===== src/rtl/core/pxo_pkg.sv =====
// ----------------------------------------------------------------------------
// pxo_pkg: shared types and constants for the permutation crossover child
// command/status structs between controller and datapath, letter source codes
// ----------------------------------------------------------------------------
package pxo_pkg;

    localparam int LETTER_W    = 5;
    localparam int LETTER_SPAN = 32;
    localparam int SOURCE_W    = 2;
    localparam int SEED_W      = 16;

    localparam logic [SEED_W-1:0] SEED_RESET = 16'd44257;
    localparam logic [SEED_W-1:0] LFSR_TAPS  = 16'hB400;

    localparam logic [SOURCE_W-1:0] SRC_A    = 2'd0;
    localparam logic [SOURCE_W-1:0] SRC_B    = 2'd1;
    localparam logic [SOURCE_W-1:0] SRC_RAND = 2'd2;

    typedef struct packed {
        logic commit_parent;
        logic commit_draw;
        logic step_lfsr;
        logic load_seed;
    } t_cmd;

    typedef struct packed {
        logic parent_hit;
        logic draw_hit;
    } t_status;

endpackage


===== src/rtl/core/pxo_in_if.sv =====
// ----------------------------------------------------------------------------
// pxo_in_if: parent letter channel
// valid/ready handshake carrying both parents' letters for one position
// ----------------------------------------------------------------------------
interface pxo_in_if;
    logic                          valid;
    logic                          ready;
    logic [pxo_pkg::LETTER_W-1:0]  parent_a_letter;
    logic [pxo_pkg::LETTER_W-1:0]  parent_b_letter;

    modport source (output valid, output parent_a_letter, output parent_b_letter,
                    input ready);
    modport sink   (input valid, input parent_a_letter, input parent_b_letter,
                    output ready);
endinterface


===== src/rtl/core/pxo_out_if.sv =====
// ----------------------------------------------------------------------------
// pxo_out_if: child letter channel
// valid/ready handshake carrying the chosen letter, its source and last flag
// ----------------------------------------------------------------------------
interface pxo_out_if;
    logic                          valid;
    logic                          ready;
    logic [pxo_pkg::LETTER_W-1:0]  child_letter;
    logic [pxo_pkg::SOURCE_W-1:0]  letter_source;
    logic                          last_position;

    modport source (output valid, output child_letter, output letter_source,
                    output last_position, input ready);
    modport sink   (input valid, input child_letter, input letter_source,
                    input last_position, output ready);
endinterface


===== src/rtl/core/pxo_cfg_if.sv =====
// ----------------------------------------------------------------------------
// pxo_cfg_if: configuration write channel
// valid/ready handshake carrying the random seed
// ----------------------------------------------------------------------------
interface pxo_cfg_if;
    logic                        valid;
    logic                        ready;
    logic [pxo_pkg::SEED_W-1:0]  random_seed;

    modport source (output valid, output random_seed, input ready);
    modport sink   (input valid, input random_seed, output ready);
endinterface


===== src/rtl/core/pxo_ctrl.sv =====
// ----------------------------------------------------------------------------
// pxo_ctrl: controller
// accepts items, sequences random draws, owns the output valid flag
// ----------------------------------------------------------------------------
module pxo_ctrl (
    input  logic             i_clk,
    input  logic             i_rst_n,
    input  logic             i_in_valid,
    output logic             o_in_ready,
    output logic             o_out_valid,
    input  logic             i_out_ready,
    input  logic             i_cfg_valid,
    output logic             o_cfg_ready,
    input  pxo_pkg::t_status i_status,
    output pxo_pkg::t_cmd    o_cmd
);

    typedef enum logic [1:0] {
        ST_IDLE = 2'b01,
        ST_DRAW = 2'b10
    } t_state;

    t_state r_state;
    t_state n_state;
    logic   r_out_valid;
    logic   n_out_valid;
    logic   w_accept;
    logic   w_commit;

    assign o_in_ready  = (r_state == ST_IDLE) && (!r_out_valid || i_out_ready);
    assign o_out_valid = r_out_valid;
    assign o_cfg_ready = 1'b1;
    assign w_accept    = i_in_valid && o_in_ready;

    always_comb begin
        n_state = r_state;
        o_cmd   = '0;
        o_cmd.load_seed = i_cfg_valid;
        unique case (r_state)
            ST_IDLE: begin
                if (w_accept) begin
                    if (i_status.parent_hit) begin
                        o_cmd.commit_parent = 1'b1;
                    end else begin
                        n_state = ST_DRAW;
                    end
                end
            end
            ST_DRAW: begin
                o_cmd.step_lfsr = 1'b1;
                if (i_status.draw_hit) begin
                    o_cmd.commit_draw = 1'b1;
                    n_state = ST_IDLE;
                end
            end
            default: begin
                n_state = ST_IDLE;
            end
        endcase
    end

    assign w_commit = o_cmd.commit_parent || o_cmd.commit_draw;

    always_comb begin
        if (w_commit) begin
            n_out_valid = 1'b1;
        end else if (i_out_ready) begin
            n_out_valid = 1'b0;
        end else begin
            n_out_valid = r_out_valid;
        end
    end

    always_ff @(posedge i_clk) begin
        if (!i_rst_n) begin
            r_state     <= ST_IDLE;
            r_out_valid <= 1'b0;
        end else begin
            r_state     <= n_state;
            r_out_valid <= n_out_valid;
        end
    end

    // draw phase never takes a new item
    a_draw_blocks: assert property (@(posedge i_clk) disable iff (!i_rst_n)
        (r_state == ST_DRAW) |-> !o_in_ready)
        else $error("item accepted during draw");

    // parent commit only on an accepted item
    a_parent_on_accept: assert property (@(posedge i_clk) disable iff (!i_rst_n)
        o_cmd.commit_parent |-> w_accept)
        else $error("parent commit without accepted item");

    // every commit shows a result next cycle
    a_commit_shows: assert property (@(posedge i_clk) disable iff (!i_rst_n)
        w_commit |=> r_out_valid)
        else $error("committed result not presented");

endmodule


===== src/rtl/core/pxo_datapath.sv =====
// ----------------------------------------------------------------------------
// pxo_datapath: datapath
// used-letter mask, parent counts, position, lfsr and output registers
// ----------------------------------------------------------------------------
module pxo_datapath #(
    parameter int ALPHABET_SIZE = 26
) (
    input  logic                             i_clk,
    input  logic                             i_rst_n,
    input  pxo_pkg::t_cmd                    i_cmd,
    output pxo_pkg::t_status                 o_status,
    input  logic [pxo_pkg::LETTER_W-1:0]     i_parent_a_letter,
    input  logic [pxo_pkg::LETTER_W-1:0]     i_parent_b_letter,
    input  logic [pxo_pkg::SEED_W-1:0]       i_random_seed,
    output logic [pxo_pkg::LETTER_W-1:0]     o_child_letter,
    output logic [pxo_pkg::SOURCE_W-1:0]     o_letter_source,
    output logic                             o_last_position
);

    localparam int LW   = pxo_pkg::LETTER_W;
    localparam int SPAN = pxo_pkg::LETTER_SPAN;
    localparam int SW   = pxo_pkg::SEED_W;
    localparam logic [LW-1:0]            LAST_POS = LW'(ALPHABET_SIZE - 1);
    localparam logic [ALPHABET_SIZE-1:0] BIT0     = ALPHABET_SIZE'(1);

    logic [ALPHABET_SIZE-1:0]     r_used;
    logic [ALPHABET_SIZE-1:0]     n_used;
    logic [LW-1:0]                r_cnt_a;
    logic [LW-1:0]                n_cnt_a;
    logic [LW-1:0]                r_cnt_b;
    logic [LW-1:0]                n_cnt_b;
    logic [LW-1:0]                r_pos;
    logic [LW-1:0]                n_pos;
    logic [SW-1:0]                r_lfsr;
    logic [SW-1:0]                n_lfsr;
    logic [LW-1:0]                r_letter;
    logic [pxo_pkg::SOURCE_W-1:0] r_source;
    logic                         r_last;

    logic [SPAN-1:0]              w_mask_full;
    logic                         w_b_first;
    logic [LW-1:0]                w_first;
    logic [LW-1:0]                w_second;
    logic                         w_first_free;
    logic                         w_second_free;
    logic [LW-1:0]                w_pick;
    logic [pxo_pkg::SOURCE_W-1:0] w_pick_src;
    logic [SW-1:0]                w_lfsr_step;
    logic                         w_commit;
    logic [LW-1:0]                w_letter;
    logic [pxo_pkg::SOURCE_W-1:0] w_source;
    logic                         w_last;

    // letters beyond the alphabet read as used
    if (ALPHABET_SIZE < SPAN) begin : g_pad
        assign w_mask_full = {{(SPAN - ALPHABET_SIZE){1'b1}}, r_used};
    end else begin : g_full
        assign w_mask_full = r_used;
    end

    assign w_b_first     = r_cnt_a > r_cnt_b;
    assign w_first       = w_b_first ? i_parent_b_letter : i_parent_a_letter;
    assign w_second      = w_b_first ? i_parent_a_letter : i_parent_b_letter;
    assign w_first_free  = !w_mask_full[w_first];
    assign w_second_free = !w_mask_full[w_second];

    always_comb begin
        if (w_first_free) begin
            w_pick     = w_first;
            w_pick_src = w_b_first ? pxo_pkg::SRC_B : pxo_pkg::SRC_A;
        end else begin
            w_pick     = w_second;
            w_pick_src = w_b_first ? pxo_pkg::SRC_A : pxo_pkg::SRC_B;
        end
    end

    // galois step, shift right
    assign w_lfsr_step = (r_lfsr >> 1) ^ (r_lfsr[0] ? pxo_pkg::LFSR_TAPS : '0);

    assign o_status.parent_hit = w_first_free || w_second_free;
    assign o_status.draw_hit   = !w_mask_full[w_lfsr_step[LW-1:0]];

    assign w_commit = i_cmd.commit_parent || i_cmd.commit_draw;
    assign w_letter = i_cmd.commit_parent ? w_pick : w_lfsr_step[LW-1:0];
    assign w_source = i_cmd.commit_parent ? w_pick_src : pxo_pkg::SRC_RAND;
    assign w_last   = r_pos >= LAST_POS;

    always_comb begin
        n_used  = r_used;
        n_cnt_a = r_cnt_a;
        n_cnt_b = r_cnt_b;
        n_pos   = r_pos;
        if (w_commit) begin
            n_used = r_used | (BIT0 << w_letter);
            if (w_source == pxo_pkg::SRC_A) begin
                n_cnt_a = r_cnt_a + 1'b1;
            end
            if (w_source == pxo_pkg::SRC_B) begin
                n_cnt_b = r_cnt_b + 1'b1;
            end
            n_pos = r_pos + 1'b1;
            if (w_last) begin
                n_used  = '0;
                n_cnt_a = '0;
                n_cnt_b = '0;
                n_pos   = '0;
            end
        end
    end

    always_comb begin
        if (i_cmd.load_seed) begin
            n_lfsr = (i_random_seed == '0) ? SW'(1) : i_random_seed;
        end else if (i_cmd.step_lfsr) begin
            n_lfsr = w_lfsr_step;
        end else begin
            n_lfsr = r_lfsr;
        end
    end

    always_ff @(posedge i_clk) begin
        if (!i_rst_n) begin
            r_used  <= '0;
            r_cnt_a <= '0;
            r_cnt_b <= '0;
            r_pos   <= '0;
            r_lfsr  <= pxo_pkg::SEED_RESET;
        end else begin
            r_used  <= n_used;
            r_cnt_a <= n_cnt_a;
            r_cnt_b <= n_cnt_b;
            r_pos   <= n_pos;
            r_lfsr  <= n_lfsr;
        end
    end

    always_ff @(posedge i_clk) begin
        if (w_commit) begin
            r_letter <= w_letter;
            r_source <= w_source;
            r_last   <= w_last;
        end
    end

    assign o_child_letter  = r_letter;
    assign o_letter_source = r_source;
    assign o_last_position = r_last;

    // committed letter was free
    a_commit_free: assert property (@(posedge i_clk) disable iff (!i_rst_n)
        w_commit |-> !w_mask_full[w_letter])
        else $error("committed letter already used");

    // position stays inside the alphabet
    a_pos_range: assert property (@(posedge i_clk) disable iff (!i_rst_n)
        r_pos <= LAST_POS)
        else $error("position out of range");

    // one commit source at a time
    a_one_commit: assert property (@(posedge i_clk) disable iff (!i_rst_n)
        $onehot0({i_cmd.commit_parent, i_cmd.commit_draw}))
        else $error("both commit sources active");

endmodule


===== src/rtl/core/permutation_crossover_child.sv =====
// ----------------------------------------------------------------------------
// permutation_crossover_child: builds a child permutation from two parents
//
// i_item carries both parents' letters for the next position; o_result
// returns the chosen child letter, its source (parent a, parent b, random)
// and a flag on the final position of the child. i_cfg writes the seed of
// the 16-bit lfsr used for random draws; a zero seed loads as one.
// When a parent letter is free the result is registered at the edge that
// takes the item: one item per cycle while the receiver takes each result.
// When both parent letters are used the block steps the lfsr once per
// cycle until a free letter shows in its low bits; no item is taken meanwhile.
// A result waiting on a stalled receiver holds in the output register; a new
// item is taken in the cycle the receiver takes that result.
// Reset clears the used-letter mask, counts and position and loads the lfsr
// with its default seed; after the last position of a child they clear again.
// ----------------------------------------------------------------------------
module permutation_crossover_child #(
    parameter int ALPHABET_SIZE = 26
) (
    input  logic      i_clk,
    input  logic      i_rst_n,
    pxo_in_if.sink    i_item,
    pxo_out_if.source o_result,
    pxo_cfg_if.sink   i_cfg
);

    pxo_pkg::t_cmd    w_cmd;
    pxo_pkg::t_status w_status;

    pxo_ctrl u_ctrl (
        .i_clk       (i_clk),
        .i_rst_n     (i_rst_n),
        .i_in_valid  (i_item.valid),
        .o_in_ready  (i_item.ready),
        .o_out_valid (o_result.valid),
        .i_out_ready (o_result.ready),
        .i_cfg_valid (i_cfg.valid),
        .o_cfg_ready (i_cfg.ready),
        .i_status    (w_status),
        .o_cmd       (w_cmd)
    );

    pxo_datapath #(
        .ALPHABET_SIZE (ALPHABET_SIZE)
    ) u_datapath (
        .i_clk             (i_clk),
        .i_rst_n           (i_rst_n),
        .i_cmd             (w_cmd),
        .o_status          (w_status),
        .i_parent_a_letter (i_item.parent_a_letter),
        .i_parent_b_letter (i_item.parent_b_letter),
        .i_random_seed     (i_cfg.random_seed),
        .o_child_letter    (o_result.child_letter),
        .o_letter_source   (o_result.letter_source),
        .o_last_position   (o_result.last_position)
    );

endmodule


===== src/flat_wrapper.sv =====
// flat-port wrapper written by rule: the top's interface ports become plain ports
module permutation_crossover_child_flat 
#(
    parameter int ALPHABET_SIZE = 26
)
  (i_clk, i_rst_n, i_item_valid, i_item_parent_a_letter, i_item_parent_b_letter, i_item_ready, o_result_valid, o_result_child_letter, o_result_letter_source, o_result_last_position, o_result_ready, i_cfg_valid, i_cfg_random_seed, i_cfg_ready);
  pxo_in_if i_item_i ();
  pxo_out_if o_result_i ();
  pxo_cfg_if i_cfg_i ();
  input  logic i_clk;
  input  logic i_rst_n;
  input wire logic [$bits(i_item_i.valid)-1:0] i_item_valid;
  input wire logic [$bits(i_item_i.parent_a_letter)-1:0] i_item_parent_a_letter;
  input wire logic [$bits(i_item_i.parent_b_letter)-1:0] i_item_parent_b_letter;
  output wire logic [$bits(i_item_i.ready)-1:0] i_item_ready;
  output wire logic [$bits(o_result_i.valid)-1:0] o_result_valid;
  output wire logic [$bits(o_result_i.child_letter)-1:0] o_result_child_letter;
  output wire logic [$bits(o_result_i.letter_source)-1:0] o_result_letter_source;
  output wire logic [$bits(o_result_i.last_position)-1:0] o_result_last_position;
  input wire logic [$bits(o_result_i.ready)-1:0] o_result_ready;
  input wire logic [$bits(i_cfg_i.valid)-1:0] i_cfg_valid;
  input wire logic [$bits(i_cfg_i.random_seed)-1:0] i_cfg_random_seed;
  output wire logic [$bits(i_cfg_i.ready)-1:0] i_cfg_ready;
  assign i_item_i.valid = i_item_valid;
  assign i_item_i.parent_a_letter = i_item_parent_a_letter;
  assign i_item_i.parent_b_letter = i_item_parent_b_letter;
  assign i_item_ready = i_item_i.ready;
  assign o_result_valid = o_result_i.valid;
  assign o_result_child_letter = o_result_i.child_letter;
  assign o_result_letter_source = o_result_i.letter_source;
  assign o_result_last_position = o_result_i.last_position;
  assign o_result_i.ready = o_result_ready;
  assign i_cfg_i.valid = i_cfg_valid;
  assign i_cfg_i.random_seed = i_cfg_random_seed;
  assign i_cfg_ready = i_cfg_i.ready;
  permutation_crossover_child #(.ALPHABET_SIZE(ALPHABET_SIZE)) u_core (.i_clk(i_clk), .i_rst_n(i_rst_n), .i_item(i_item_i), .o_result(o_result_i), .i_cfg(i_cfg_i));
endmodule

===== config.mk =====
export PLATFORM = sky130hd
export DESIGN_NAME = permutation_crossover_child_flat
export DESIGN_NICKNAME = d
export VERILOG_FILES = /design/src/rtl/core/pxo_pkg.sv /design/src/rtl/core/pxo_in_if.sv /design/src/rtl/core/pxo_out_if.sv /design/src/rtl/core/pxo_cfg_if.sv /design/src/rtl/core/pxo_ctrl.sv /design/src/rtl/core/pxo_datapath.sv /design/src/rtl/core/permutation_crossover_child.sv /design/src/flat_wrapper.sv
export SDC_FILE = /design/constraint.sdc
export NUM_CORES = 1
export LEC_CHECK = 0
export ABC_AREA = 1
export BUFFER_PORTS_ARGS = -buffer_cell sky130_fd_sc_hd__buf_4
export CORE_MARGIN = 2
export CORE_UTILIZATION = 30
export DETAILED_ROUTE_END_ITERATION = 8
export GPL_ROUTABILITY_DRIVEN = 0
export PLACE_DENSITY = 0.48
export SETUP_SLACK_MARGIN = 0.4
export SLEW_MARGIN = 20
export SYNTH_ARGS = -nofsm -noshare
export SYNTH_HDL_FRONTEND = slang
export SYNTH_SLANG_ARGS = --single-unit
export TNS_END_PERCENT = 1

===== constraint.sdc =====
create_clock -name i_clk -period 3.6 [get_ports i_clk]
set_clock_uncertainty 0.2 [all_clocks]
set_input_delay 0.36 -clock i_clk [delete_from_list [all_inputs] [get_ports i_clk]]
set_output_delay 0.36 -clock i_clk [all_outputs]
set_load 0.03 [all_outputs]

**Yosys cells after proc, flatten, opt, wreduce, memory -nomap -nowiden**

Cells that the tools add are included.
W data, S select, Z words.

- Register bits after elaboration: 68
- Latch bits: 0
- RAM bits: 0
- ROM bits: 0
- Bits of input ports: 31
- Output and inout port bits: 11
- Logic and storage cells: 79
- Memories kept: 0

- Add/sub/neg operators: 3
- Multiply operators: 0
- Div/mod/pow operators: 0
- Order comparisons: 5
- Equal/unequal tests: 6
- Shifts and indexed selects: 1
- Muxes and demuxes: 35
- Bitwise logic cells: 2
- Reduce and logical (&&, ||, !) cells: 17

Operators by type and width:

| operator | count |
|---|---|
| $mux W16 | 4 |
| $mux W5 | 9 |
| $mux W26 | 1 |
| $or A26 B26 Y26 | 1 |
| $shl A1 B5 Y26 const A | 1 |
| $lt A5 B6 Y1 const B | 3 |
| $logic_not A16 Y1 | 1 |
| $xor A15 B16 Y16 | 1 |
| $add A5 B1 Y5 const B | 3 |
| $bmux W1 S5 | 3 |
| $mux W1 | 12 |
| $mux W2 | 5 |
| $reduce_bool A2 Y1 | 4 |
| $ne A2 B2 Y1 const B | 3 |
| $ge A5 B5 Y1 const B | 1 |
| $gt A5 B5 Y1 | 1 |
| $eq A2 B1 Y1 const B | 2 |
| $pmux W2 S2 | 1 |
| $reduce_and A2 Y1 | 2 |
| $logic_not A1 Y1 | 3 |
| $logic_or A1 B1 Y1 | 3 |
| $reduce_and A3 Y1 | 1 |
| $eq A2 B2 Y1 const B | 1 |
| $logic_and A1 B1 Y1 | 2 |
| $logic_not A2 Y1 | 1 |

**Longest topological paths before layout**

- Depth after elaboration: 13
- Depth in mapped cells: 26
- Gate-level depth less buffers: 24

**Cells and area by module**

Synthesis repeated with hierarchy kept, for this count alone.

- Cell total of the unflattened synthesis: 603
- Area, all modules: 4236.6 um^2

Modules (own cells, without submodules):

| module | instances | cells each | area each (um^2) | seq. area each (um^2) |
|---|---|---|---|---|
| pxo_datapath | 1 | 575 | 4055.1 | 1381.3 |
| pxo_ctrl | 1 | 28 | 181.4 | 60.1 |

**Worst setup path after synthesis**

No wires, ideal clock.

- Path type: reg2reg
- Start: reg u_core.u_datapath.r_cnt_b[4]
- End: reg u_core.u_datapath.r_used[8]
- Library setup time: 0.132 ns
- Arrival time: 2.746 ns
- Required time: 3.268 ns
- Setup slack: 0.522 ns
- Stages on the path, launching flop included: 21
- Path buffers: 2
- Period minus slack after synthesis: 3.078 ns
- Cells stage by stage: dfxtp_1 > inv_1 > ha_1 > a21oi_1 > nand3_4 > nand2_4 > buf_8 > nand2_1 > o21ai_2 > inv_1 > nand3_1 > nand3_1 > nand3_2 > nand2_4 > o21ai_4 > nand2_1 > buf_4 > inv_2 > nor2_4 > nand3_1 > a21oi_1

- Longest elaborated chain between the ends: 13
- Elaborated cells on any way between the ends: 19
- Those cells by class: 1 x order compare; 1 x shift; 12 x mux; 1 x bitwise; 4 x reduce/logical

RTL lines:

| element | RTL line | source |
|---|---|---|
| from (decl) | pxo_datapath.sv:30 | `logic [LW-1:0] r_cnt_b;` |
| from (signal assigned) | pxo_datapath.sv:131 | `r_cnt_b <= n_cnt_b;` |
| $gt A5 B5 Y1 (*) | pxo_datapath.sv:61 | `assign w_b_first = r_cnt_a > r_cnt_b;` |
| $mux W5, on equally long branches | pxo_datapath.sv:62, pxo_datapath.sv:63 |  |
| $bmux W1 S5, on equally long branches | pxo_datapath.sv:64, pxo_datapath.sv:65 |  |
| $mux W1, on equally long branches | pxo_datapath.sv:64, pxo_datapath.sv:65 |  |
| $logic_not A1 Y1, on equally long branches | pxo_datapath.sv:64, pxo_datapath.sv:65 |  |
| $logic_or A1 B1 Y1 | pxo_datapath.sv:80 | `assign o_status.parent_hit = w_first_free \|\| w_second_free;` |
| $mux W1 | pxo_ctrl.sv:42 | `if (i_status.parent_hit) begin` |
| $mux W1 | pxo_ctrl.sv:41 | `if (w_accept) begin` |
| $mux W1 | pxo_ctrl.sv:39 | `unique case (r_state)` |
| $mux W5 | pxo_datapath.sv:84 | `assign w_letter = i_cmd.commit_parent ? w_pick : w_lfsr_step[LW-1:0];` |
| $shl A1 B5 Y26 | pxo_datapath.sv:94 | `n_used = r_used \| (BIT0 << w_letter);` |
| $or A26 B26 Y26 | pxo_datapath.sv:94 |  |
| $mux W26 | pxo_datapath.sv:102 | `if (w_last) begin` |
| to (signal assigned) | pxo_datapath.sv:129 | `r_used <= n_used;` |
| to (decl) | pxo_datapath.sv:26 | `logic [ALPHABET_SIZE-1:0] r_used;` |

Mark *: on every way between the ends. The rest lies on a longest branch, timed or not. The select of a mux whose other input is x is not followed.
A chain may end at the register's enable or synchronous reset.

**Final worst setup path**

- Start: reg u_core.u_datapath.r_cnt_b[3]
- End: reg u_core.u_datapath.r_used[15]

Same word-level chain as after synthesis.

==> metrics.yaml <==
grt_max_degree: 27
fin_setup_tns_ps: 0
via_count: 4615
outcome: "complete, no violations"
hpwl_mm: 10.59
rr_startpoint: "u_core.u_datapath.r_cnt_b[3]"
cp_top_family: "simple AND/OR/NAND/NOR gates"
criticalPathCategory: "flop to flop"
worstHoldPathType: "input port to flop"
placed_cells: 862
path_buf_inv: 3
finalHoldViolCount: 0
drc: 0
grt_pass1_wl_mm: 22.55
slew_viol_final: 0
antennaDiodeCount: 0
drive_gt1_share_pct: 31.61
ys_seq_area_share_pct: 33.98
end_kind: "flop"
clock_path_buffers: 2
cts.htree.levels: 3
clock-root-buffer: "clkbuf_16"
seqPwrFrac_pct: 16.8
synthArstFlopShare_pct: 0
netlist_instances: 626
finalPower_w: 0.006116
grt_pass1_vias: 4245
synth_nets: 666
drtPass1Iterations: 6
final_common_cell: "nand2_1"
crit_required_ps: 3670
grt_overflow_total: 0
ys_top_cells_by_area: "dfxtp_1, nand3_1, nand2_1, inv_1, a21oi_1"
placementRows: 43
die_w_um: 122.9
peakVddDrop_mv: 0.5345
slew_headroom_pct: 47.71
fmax_mhz: 285.6
crit_chain: "inv_4 > ha_4 > nand2_4 > nor2_4 > nand2_2 > nand3_4 > nand2_8 > buf_12 > o21ai_4 > nand3_2 > nand3_2 > nand3_2 > nand2_2 > nand2_2 > nand2_4 > o21ai_4 > buf_12 > o21ai_4 > nand2_2 > nor2_4 > nand2_1 > a21oi_2"
yosys_warnings: 0
drv_cap: 0
fp.dieArea_mm2: 0.01511
crit_fanout: 9
drt_iter0_markers: 416
portBuffers: 40
netlist_area_mm2: 0.004242
power_frac_clock_pct: 14.1
p_sw_share_pct: 49.87
combPwrFrac_pct: 69.1
synth_edf_count: 8
via_per_inst: 5.156
worst_setup_path_start_kind: "flop"
avgRoutedWirePerCell_um: 16.33
final_cells: 895
setup_violations: 0
p_int_w: 0.003066
syn_to_final_growth_pct: 38.58
arrival_ps: 3570
fin_crit_ps: 3501
ios: 42
antenna_found_initial: 0
ys_ff_latch: 68
leakagePower_nw: 2.439
core_mm2: 0.01383
min_from: "i_cfg_random_seed[11]"
dominantRegCellSynth: "dfxtp_1"
dp_worst_setup_slack_ps: -182.3
numClockSinks: 68
synth_top_area_cell: "dfxtp_1"
slowest_delay_ps: 350
timing.final.ws_setup_ps: 98.52
cts_buffers: 9
start_util_pct: 30.68
clock_latency_ps: 330
wl_mm: 14.62
switchingPower_w: 0.003050
cp_slowest_cell: "dfxtp_2"
crit_top_cell: "nand2_2"
layout_common_cells: "nand2_1, nand3_1, buf_4"
rsz0062_at_grt: "yes"
cts_tree: "built"
path_clk_slew_ps: 60
synth_top_cell_area_share_pct: 28.32
p_per_area_mw_per_mm2: 1040
netlist-cell-type-count: 38
track_usage_pct: 19.32
crit_path_start: "u_core.u_datapath.r_cnt_b[3]"
synth_area_per_cell_um2: 6.776
fp.dieH_um: 122.9
drtAntennaViolNets: 0
final_nets: 750
fin_crit_sh_pct: 97.26
worstMarginPinSlew_ps: 780.7
-- worst paths after layout --
path                                                endpoint  slack, ps  cells past startpoint
worst max-delay path            u_core.u_datapath.r_used[15]        100                     22
worst min-delay path            u_core.u_datapath.r_lfsr[11]         70                      3
worst max register to register  u_core.u_datapath.r_used[15]        100                     22
worst min register to register    u_core.u_datapath.r_pos[4]        250                      2
-- layer usage --
layer	share of wire, %	GRT usage, %	wire length [µm]	vias up
met3	6.7	3.506	980	25
li1	-	-	-	2262
met2	45	29.14	6526	175
met5	0	0	0	-
met1	46	27.38	6754	2153
met4	2.4	7.184	356	0
-- state kept, by name, indices dropped and copies added (netlist names) --
name                               flops
u_core.u_datapath.o_child_letter       5
u_core.u_datapath.o_letter_source      2
u_core.u_datapath.r_cnt_b              5
u_core.u_ctrl.r_state                  2
u_core.u_datapath.r_used              26
u_core.u_ctrl.o_out_valid              1
u_core.u_datapath.r_pos                5
u_core.u_datapath.o_last_position      1
u_core.u_datapath.r_lfsr              16
u_core.u_datapath.r_cnt_a              5
-- cell type report --
type	instances	area [µm²]
clock buffer	15	287.8
clock inverter	1	5.005
fill	1429	7949
inverter	88	332.8
multi-input combinational	451	2783
sequential	68	1449
tap	180	225.2
timing repair buffer	92	795.8
-- synth_stat cells, drive strengths merged, types with 4 or more instances --
cell type / number
edfxtp: 8
nor2: 30
nand3: 110
nand2: 152
o211ai: 6
dfxtp: 60
buf: 13
inv: 87
o21ai: 53
clkbuf: 10
nor4: 4
a21oi: 59
nor3: 5
ha: 9
-- power by group through the flow --
stage                     Clock (W)  Combinational (W)  Sequential [W]
after floorplan                   0            0.00197         0.00113
after global placement            0            0.00316         0.00104
after detailed placement          0            0.00316         0.00104
after CTS                  0.000880            0.00358         0.00103
after global routing       0.000910            0.00454         0.00104
final                      0.000861            0.00422         0.00103
-- kinds of logic (layout without fill, tap and decap cells) --
| family | count (synthesis) | in the layout | share of synthesized area (%) |
|---|---|---|---|
| buffers and inverters | 111 | 196 | 11.12 |
| and+or+nand+nor | 306 | 310 | 33.54 |
| other | 1 | 1 | 0.08841 |
| DFF | 68 | 68 | 33.98 |
| AOI/OAI and AO/OA | 127 | 127 | 17.79 |
| adders and majority gates | 9 | 9 | 2.655 |
| xor gates and xnor gates | 4 | 4 | 0.8261 |
-- repair_timing --
item,in CTS,in global routing
resized for setup,45,72
endpoints found under the hold margin,0,0
cloned,1,3
hold buffers,0,0
buffers inserted,6,7
pin swaps,15,43
endpoints found under the setup margin,56,56
-- through the flow --
step	hold WS [ps]	utilization [%]	instance area [µm²]
floorplan	229.4	-	4242
global placement	241.4	35.93	4969
detailed placement	249.7	35.93	4969
CTS	64.15	39.92	5520
global route	70.65	42.51	5878
finish	68.36	42.51	5878
-- worst reg2reg max path, cell delays in order (launching register included) --
cell     delay, ps
dfxtp_2        350
inv_4           60
ha_4           270
nand2_4         50
nor2_4         100
nand2_2         70
nand3_4        130
nand2_8         90
buf_12         150
o21ai_4        340
nand3_2        160
nand3_2        100
nand3_2         90
nand2_2         90
nand2_2         60
nand2_4        120
o21ai_4         80
buf_12         150
o21ai_4        230
nand2_2        110
nor2_4         190
nand2_1        110
a21oi_2        130
No activity file was read; power rests on OpenSTA's default activity.
